==> config.mk <==
export PLATFORM = sky130hd
export DESIGN_NAME = plut_pipe
export DESIGN_NICKNAME = d
export VERILOG_FILES = /design/src/rtl/plut_pkg.sv /design/src/rtl/plut_hazard.sv /design/src/rtl/plut_pipe.sv
export SDC_FILE = /design/constraint.sdc
export NUM_CORES = 1
export LEC_CHECK = 0
export BUFFER_PORTS_ARGS = -buffer_cell sky130_fd_sc_hd__buf_2
export CAP_MARGIN = 20
export CORE_MARGIN = 2
export CORE_UTILIZATION = 25
export CTS_CLUSTER_SIZE = 40
export DETAILED_ROUTE_END_ITERATION = 10
export PLACE_DENSITY = 0.46
export SLEW_MARGIN = 20
export SYNTH_ARGS = -nofsm -noshare
export SYNTH_HDL_FRONTEND = slang
export SYNTH_SLANG_ARGS = --single-unit
export TNS_END_PERCENT = 100
==> constraint.sdc <==
create_clock -name clock -period 6 [get_ports clock]
set_input_delay 0.6 -clock clock [delete_from_list [all_inputs] [get_ports clock]]
set_output_delay 0.6 -clock clock [all_outputs]
set_load 0.02 [all_outputs]
==> src/rtl/plut_pkg.sv <==
// ----------------------------------------------------------------------------
// plut_pkg
// Shared types and constants of the load-use pipeline timing model.
// ----------------------------------------------------------------------------
package plut_pkg;

   // default widths of the stamp counter and the fetch order counter
   localparam int CYCLE_BITS_DEF = 32;
   localparam int SEQ_BITS_DEF   = 16;

   // number of architectural registers; higher numbers mean "no register"
   localparam int REG_COUNT = 32;

   localparam int KIND_W = 2;
   localparam int REGN_W = 6;

   // instruction kinds
   localparam logic [KIND_W-1:0] KIND_REG   = 2'd0;
   localparam logic [KIND_W-1:0] KIND_IMM   = 2'd1;
   localparam logic [KIND_W-1:0] KIND_LOAD  = 2'd2;
   localparam logic [KIND_W-1:0] KIND_STORE = 2'd3;

   typedef logic [31:0] stamp_type;
   typedef logic [15:0] rseq_type;

   typedef struct packed {
      logic [KIND_W-1:0] kind;
      logic [REGN_W-1:0] dest;
      logic [REGN_W-1:0] src_a;
      logic [REGN_W-1:0] src_b;
   } inst_type;

   typedef struct packed {
      logic      fetch_taken;
      logic      retire_valid;
      rseq_type  retire_seq;
      stamp_type fetch_cycle;
      stamp_type decode_cycle;
      stamp_type execute_cycle;
      stamp_type memory_cycle;
      stamp_type writeback_cycle;
   } result_type;

endpackage

==> src/rtl/plut_hazard.sv <==
// ----------------------------------------------------------------------------
// plut_hazard
// Load-use hazard detect between the decode and execute latches.
// ----------------------------------------------------------------------------
module plut_hazard (
   input  logic              dec_valid,
   input  plut_pkg::inst_type dec_inst,
   input  logic              exe_valid,
   input  plut_pkg::inst_type exe_inst,
   output logic              stall
);

   // a register number outside 0..REG_COUNT-1 names no register
   function automatic logic reg_ok(input logic [plut_pkg::REGN_W-1:0] raw);
      return !raw[plut_pkg::REGN_W-1] &&
             ({1'b0, raw} < (plut_pkg::REGN_W+1)'(plut_pkg::REG_COUNT));
   endfunction

   logic dest_ok;
   logic hit_a;
   logic hit_b;

   always_comb begin
      dest_ok = reg_ok(exe_inst.dest);
      hit_a   = reg_ok(dec_inst.src_a) && (dec_inst.src_a == exe_inst.dest);
      hit_b   = reg_ok(dec_inst.src_b) && (dec_inst.src_b == exe_inst.dest);
      stall   = dec_valid && exe_valid && (exe_inst.kind == plut_pkg::KIND_LOAD) &&
                dest_ok && (hit_a || hit_b);
   end

endmodule

==> src/rtl/plut_pipe.sv <==
// ----------------------------------------------------------------------------
// plut_pipe
// Pipeline latches, stage stamps and the per-tick result.
// ----------------------------------------------------------------------------
module plut_pipe #(
   parameter int CYCLE_BITS = plut_pkg::CYCLE_BITS_DEF,
   parameter int SEQ_BITS   = plut_pkg::SEQ_BITS_DEF
) (
   input  logic                 clock,
   input  logic                 reset,
   input  logic                 advance,
   input  logic                 fetch_valid,
   input  plut_pkg::inst_type   fetch_inst,
   output plut_pkg::result_type result
);

   logic [CYCLE_BITS-1:0] cycle_ff;
   logic [SEQ_BITS-1:0]   fseq_ff;
   logic [3:0]            valid_ff;
   logic [3:0]            valid_in;

   plut_pkg::inst_type    dec_inst_ff;
   plut_pkg::inst_type    exe_inst_ff;
   logic [SEQ_BITS-1:0]   seq_ff [4];

   // stamps carried by each latch: fetch, decode, execute, memory
   logic [CYCLE_BITS-1:0] fd_stamp_ff;
   logic [CYCLE_BITS-1:0] de_stamp_ff [2];
   logic [CYCLE_BITS-1:0] em_stamp_ff [3];
   logic [CYCLE_BITS-1:0] mw_stamp_ff [4];

   logic stall;
   logic take;

   plut_hazard u_hazard (
      .dec_valid (valid_ff[0]),
      .dec_inst  (dec_inst_ff),
      .exe_valid (valid_ff[1]),
      .exe_inst  (exe_inst_ff),
      .stall     (stall)
   );

   always_comb begin
      take        = fetch_valid && !stall;
      valid_in[3] = valid_ff[2];
      valid_in[2] = valid_ff[1];
      valid_in[1] = valid_ff[0] && !stall;
      valid_in[0] = take || (valid_ff[0] && stall);
   end

   always_ff @(posedge clock) begin
      if (reset) begin
         cycle_ff <= '0;
         fseq_ff  <= '0;
         valid_ff <= '0;
      end else if (advance) begin
         cycle_ff <= cycle_ff + 1'b1;
         valid_ff <= valid_in;
         if (take) begin
            fseq_ff <= fseq_ff + 1'b1;
         end
      end
   end

   // payload: contents of an empty latch are never read
   always_ff @(posedge clock) begin
      if (advance) begin
         mw_stamp_ff[0] <= em_stamp_ff[0];
         mw_stamp_ff[1] <= em_stamp_ff[1];
         mw_stamp_ff[2] <= em_stamp_ff[2];
         mw_stamp_ff[3] <= cycle_ff;
         seq_ff[3]      <= seq_ff[2];

         em_stamp_ff[0] <= de_stamp_ff[0];
         em_stamp_ff[1] <= de_stamp_ff[1];
         em_stamp_ff[2] <= cycle_ff;
         seq_ff[2]      <= seq_ff[1];

         if (!stall) begin
            exe_inst_ff    <= dec_inst_ff;
            de_stamp_ff[0] <= fd_stamp_ff;
            de_stamp_ff[1] <= cycle_ff;
            seq_ff[1]      <= seq_ff[0];
         end

         if (take) begin
            dec_inst_ff <= fetch_inst;
            fd_stamp_ff <= cycle_ff;
            seq_ff[0]   <= fseq_ff;
         end
      end
   end

   always_comb begin
      result              = '0;
      result.fetch_taken  = fetch_valid && !stall;
      result.retire_valid = valid_ff[3];
      if (valid_ff[3]) begin
         result.retire_seq      = plut_pkg::rseq_type'(seq_ff[3]);
         result.fetch_cycle     = plut_pkg::stamp_type'(mw_stamp_ff[0]);
         result.decode_cycle    = plut_pkg::stamp_type'(mw_stamp_ff[1]);
         result.execute_cycle   = plut_pkg::stamp_type'(mw_stamp_ff[2]);
         result.memory_cycle    = plut_pkg::stamp_type'(mw_stamp_ff[3]);
         result.writeback_cycle = plut_pkg::stamp_type'(cycle_ff);
      end
   end

endmodule

==> reports/results.txt, run 1 <==
Run status = completed
Total length of routed wires = 29700 um
Combinational power share = 1.6%
Switching Share = 20.3%
Initial antenna violation count = 0
Critical path type = reg -> out
Number of distinct library cells after synthesis = 42
Starting Density = 25.2%
Sinks on Clock Net = 432
Setup TNS = 0 ns
Synth Warn # = 0
GR Util All Layers = 9.41%
Vias per std cell = 3.92
Unrepaired setup endpoints after global routing = false
Reg power frac = 54.4%
Num CTS Buffers = 48
Port Buf Inserts = 201
Layout filler cell count = 5987
Hold Startpoint = fetch_inst[13]
Critical Path AT = 2.62 ns
Crit share post-route = 53.6%
Drt wl/cell = 15.5 um
Most frequent cell after synthesis = edfxtp_1
Crit path launch type = flop
Area grow syn2layout = 22.3%
Net Count, Synth = 889
DP HPWL = 17900 um
Slew Limit Fails = 0
Antenna Nets Post-Route = 0
CTS tree = built
CTS HTree Levels = 2
Share of cells above drive strength 1 = 26.0%
Total die area = 0.0627 sq mm
Largest area contributor in the netlist = edfxtp_1
CP Launch Point = valid_ff[3]
Skew final = 0.0237 ns
Worst R2R Start = exe_inst_ff[15]
Via count = 7484
Die Span X = 250 um
DR pass1 iterations = 7
Slew headroom = 35.8%
1st-iter DRT viols = 352
Worst Max-Slew Pin Slew = 0.963 ns
Setup violators final = 0
CTS Root Cell = clkbuf_16
First-pass GRT wire length = 45100 um
Layout Cells excl Fill = 1908
# resized after CTS = 0
Leading post-synthesis cells by cell area = edfxtp_1 75%, and2_1 7.3%, dfxtp_1 6.9%
Top cells by count, synth = 380 x edfxtp_1, 176 x and2_1, 52 x dfxtp_1
Number of flops mapped to enable cells by yosys = 380
Clock Path Buffers = 3
CP required = 5.40 ns
Placed insts = 1821
Io pins = 202
Area of the multi-input gates = 0.00253 sq mm
Overflow after GRT = 0
Max-Cap Viols = 0
Peak supply drop = 0.000185 V
Mean Syn Cell Area = 17.6 sq um
# rows = 90
Setup crit end kind = output port
Vias in the first global route = 7408
Sw Pwr = 0.00127 W
Top_reg_cell synth = edfxtp_1
DRC Markers = 0
Hold Buf Count CTS = 0
Final nets = 1115
Tmin final = 3.22 ns
Seq/Total Area, Yosys = 82.1%
Clock Power Share = 43.9%
Post-CTS Setup Bufs = 0
Hold crit path type = in -> reg
F_max = 0.311 GHz
Core footprint = 0.0601 sq mm
Pwr dens = 338 mW/mm^2
Die Span Y = 250 um
Clock slew at reported path FFs = 0.06 ns
Cell count after synthesis = 863
Clock latency on the worst-skew pair = 0.58 ns
Yosys reg bits = 432
Fin. Hold Viols = 0
Post-synth top area share = 75.2%
Ys async rst share = 0%
FF+latch area = 0.0125 sq mm
Final GP Congestion = 0.701
Leakage = 7.15 nW
Largest net degree at the start of global routing = 112
Cell area after synthesis = 0.0152 sq mm
Critical path peak fanout = 111
Power Internal = 0.00500 W
path summary, 6_finish.rpt:
path | endpoint | slack, ns | cells after the start
max reg2reg | fseq_ff[0] | 3.28 | 7
min reg2reg | de_stamp_ff[0][0] | 0.40 | 0
min | dec_inst_ff[13] | 0.21 | 1
max | result[33] | 2.78 | 3
worst max-delay path, cell delays in order, from the launching register on:
cell and delay [ns]:
dfxtp_4 0.94, buf_4 0.60, and2_1 0.28, buf_2 0.20
stage by stage:
step | cell area, sq um | utilization (%) | hold slack [ns] | setup WS [ns] | power, W
2_1_floorplan | 15200 | - | 0.400 | 0.541 | 0.00351
3_3_place_gp | 17100 | 28.4 | 0.401 | 2.77 | 0.00359
3_5_place_dp | 17100 | 28.4 | 0.405 | 2.70 | 0.00359
4_1_cts | 18500 | 30.8 | 0.164 | 2.58 | 0.00640
5_1_grt | 18500 | 30.8 | 0.171 | 2.46 | 0.00654
6_report | 18500 | 30.8 | 0.212 | 2.78 | 0.00627
power by group through the flow:
stage | registers [W] | logic (W) | clock network, W
2_1_floorplan | 0.00347 | 0.0000456 | 0
3_3_place_gp | 0.00348 | 0.000106 | 0
3_5_place_dp | 0.00348 | 0.000108 | 0
4_1_cts | 0.00342 | 0.000108 | 0.00287
5_1_grt | 0.00343 | 0.000116 | 0.00299
6_report | 0.00342 | 0.000103 | 0.00276
logic make-up (layout without fill, tap and decap cells):
kind of cell / after synthesis / count (layout) / share of synthesized area [%]
muxes: 7 / 7 / 0.561
DFF: 432 / 432 / 82.1
AOI/OAI and AO/OA: 27 / 27 / 1.06
adders and majority gates: 2 / 2 / 0.165
buffers and inverters: 39 / 301 / 1.29
xor gates and xnor gates: 40 / 40 / 2.31
and+or+nand+nor: 316 / 316 / 12.5
other: 0 / 1 / 0
registers in the layout, summed over array words and instances, names as in the netlist, named ones only:
signal,cells
dec_inst_ff,20
fd_stamp_ff,32
mw_stamp_ff,97
valid_ff,3
cycle_ff,32
em_stamp_ff,95
exe_inst_ff,8
seq_ff,64
de_stamp_ff,64
fseq_ff,16
layer usage:
metal,wire [um],global-route usage (%),vias to the layer above
met1,13700,12.6,3627
met2,13300,14.4,181
met5,0,0,-
met4,772,3.32,0
li1,-,-,3620
met3,1890,3.02,56
placed cells by master, fill, tap and decap left out, drive strengths merged, types with 2 or more instances in the layout:
cell type    n
nor2        46
bufinv       2
nand2       17
nor2b        4
nand4       20
a21oi       11
xor2        27
mux2         3
mux2i        4
o21ai        9
inv          9
ha           2
dfxtp       52
nor4         3
clkinvlp     3
o31ai        4
nand2b       2
or4          9
clkbuf      64
edfxtp     380
clkinv      14
and2       176
or3          7
and3         5
buf        209
xnor2       13
and4         5
nand3       17
final cells by class:
type                    count  share of cell area, %
inverters                   6                  0.121
flip-flops and latches    432                   67.2
clock inverters            22                  0.965
multi-input cells         392                   13.6
repair buffers            209                   5.87
diodes                      1                 0.0135
well taps                 782                   5.28
clock buffers              64                   6.96
Note: power is estimated with default switching activity, not from simulation.
==> run 2, diff against run 1 <==
- PLACE_DENSITY: 0.46 -> 0.47
- clock period: 6 -> 2.72 ns (I/O delays scaled with it)
==> reports/results.txt, run 2 (synthesized netlist as in run 1, its figures left out) <==
Run status = completed
Worst hold margin = 0.0494 ns (-0.163 ns)
Post-place instance area = 0.0172 sq mm (+0.92%)
Max reg flops = 97 (unchanged)
Share of cells above drive strength 1 = 27.3% (+1.3 points)
M3 GR Usage = 2.80% (-0.23 points)
Setup crit end kind = output port
Setup violators final = 0 (unchanged)
Critical path peak fanout = 6 (-95%)
DR pass1 iterations = 4 (-3)
Hold crit path type = in -> reg
F_max = 0.392 GHz
Total die area = 0.0627 sq mm (unchanged)
FF-to-FF path depth = 7 (unchanged)
CP required = 2.45 ns (-2.95 ns)
Die Span X = 250 um (unchanged)
Num CTS Buffers = 47 (-2.1%)
Clock latency on the worst-skew pair = 0.57 ns (about the same)
Fin. Hold Viols = 0 (unchanged)
Drt wl/cell = 15.3 um (-1.7%)
GR Util All Layers = 9.42% (about the same)
Critical Path AT = 2.28 ns (-0.34 ns)
Crit share post-route = 93.8%
Most Crowded Layer GR = met2
CP Launch Point = exe_inst_ff[15]
M2 GR Usage = 14.7% (+0.29 points)
DRC Markers = 0 (unchanged)
Antenna Cells = 0 (-1)
Leakage = 7.41 nW (+3.6%)
Biggest registers after layout = mw_stamp_ff: 97 flops, em_stamp_ff: 95 flops
Tmin final = 2.55 ns
Fin area = 0.0190 sq mm (+2.6%)
Slew Limit Fails = 0 (unchanged)
Commonest non-fill, non-tap cell in the layout = edfxtp_1
Pwr Total = 0.0139 W (+120%)
Initial antenna violation count = 0 (unchanged)
Clock Path Buffers = 3 (unchanged)
Port Buf Inserts = 201 (unchanged)
Vias in the first global route = 7624 (+2.9%)
Core footprint = 0.0601 sq mm (unchanged)
Antenna Nets Post-Route = 0 (unchanged)
CP endpoint = result[177]
1st-iter DRT viols = 371 (+5.4%)
Sinks on Clock Net = 432 (unchanged)
Overflow after GRT = 0 (unchanged)
Top reg by flops = mw_stamp_ff
Slew headroom = 39.5% (+3.7 points)
Critical path type = reg -> out
Starting Density = 25.2% (unchanged)
CTS tree = built
Io pins = 202 (unchanged)
CTS Root Cell = clkbuf_16
Largest net degree at the start of global routing = 150 (+34%)
Fin util = 31.6% (+0.79 points)
# rows = 90 (unchanged)
Skew final = 0.0166 ns (-0.00707 ns)
RR Endpoint = de_stamp_ff[0][12]
Worst R2R Setup Slack = 0.35 ns (-2.93 ns)
Peak supply drop = 0.000428 V (+130%)
CTS HTree Levels = 2 (unchanged)
Via count = 7715 (+3.1%)
Final GP Congestion = 0.704 (+0.49%)
Clock slew at reported path FFs = 0.06 ns (about the same)
DP HPWL = 18300 um (+2.3%)
Crit path launch type = flop
Pwr dens = 730 mW/mm^2 (+120%)
Most frequent cells in the layout = 380 x edfxtp_1, 200 x buf_2, 176 x and2_1
Final nets = 1156 (+3.7%)
Area grow syn2layout = 25.4%
Worst R2R Start = exe_inst_ff[15]
Total length of routed wires = 29800 um (+0.51%)
Worst Max-Slew Pin Slew = 0.908 ns (-0.0548 ns)
Die Span Y = 250 um (unchanged)
Vias per std cell = 3.95 (+0.81%)
Met1 Track Usage GR = 12.4% (-0.15 points)
First-pass GRT wire length = 45700 um (+1.3%)
Unrepaired setup endpoints after global routing = false
Max-Cap Viols = 0 (unchanged)
## run 2: through the flow
| stage | std cells | setup TNS (ns) | setup WS (ns) |
|---|---|---|---|
| 2_1_floorplan | 863 | -1.43 | -0.0278 |
| 3_3_place_gp | 1837 | 0 | 0.356 |
| 3_5_place_dp | 1837 | 0 | 0.328 |
| 4_1_cts | 1945 | 0 | 0.00677 |
| 5_1_grt | 1951 | 0 | 0.0284 |
| 6_report | 1951 | 0 | 0.169 |
## run 2: timing repair
action | CTS | global route
pin swaps | 0 | 1
resized for setup | 3 | 1
setup buffers | 0 | 4
hold buffers | 20 | 0
gates cloned | 0 | 1
endpoints found under the setup margin | 1 | 1
hold endpoints to repair | 20 | 0
## run 2: cell type report
cell class / instances / area [sq um]
Sequential cell: 432 / 12500
Clock buffer: 60 / 1270
Clock inverter: 28 / 223
Tap cell: 782 / 978
Multi-Input combinational cell: 392 / 2530
Inverter: 6 / 22.5
Fill cell: 5992 / 41100
Timing Repair Buffer: 251 / 1540
## run 2: worst max-delay path, cell delays in order, from the launching register on
cell and delay, ns:
edfxtp_1 0.41, xor2_1 0.16, or4_1 0.56, o22ai_4 0.25, buf_12 0.15, nor2_1 0.05
buf_2 0.15
## run 2: how the worst min path moves through the flow
| stage | startpoint | endpoint | slack (ns) | cells past startpoint |
|---|---|---|---|---|
| after floorplan | fetch_inst[0] | dec_inst_ff[0] | 0.37 | 0 |
| after global placement | fd_stamp_ff[0] | de_stamp_ff[0][0] | 0.40 | 0 |
| after detailed placement | fd_stamp_ff[16] | de_stamp_ff[0][16] | 0.40 | 0 |
| after CTS | advance | em_stamp_ff[0][5] | 0.008 | 1 |
| after global routing | advance | em_stamp_ff[0][5] | 0.02 | 1 |
| final | advance | em_stamp_ff[0][5] | 0.05 | 1 |
## run 2: report_power, final
part	switching, W	internal (W)	leakage (nW)
Sequential	0.0000675	0.00746	4.32
Combinational	0.000194	0.0000851	2.35
Clock	0.00251	0.00358	0.741
Total	0.00278	0.0111	7.41
## run 2: layer usage
layer	vias to the layer above	share of wire, %
met5	-	0
met4	0	2.9
met3	51	5.2
met2	173	47
met1	3793	45
li1	3698	-
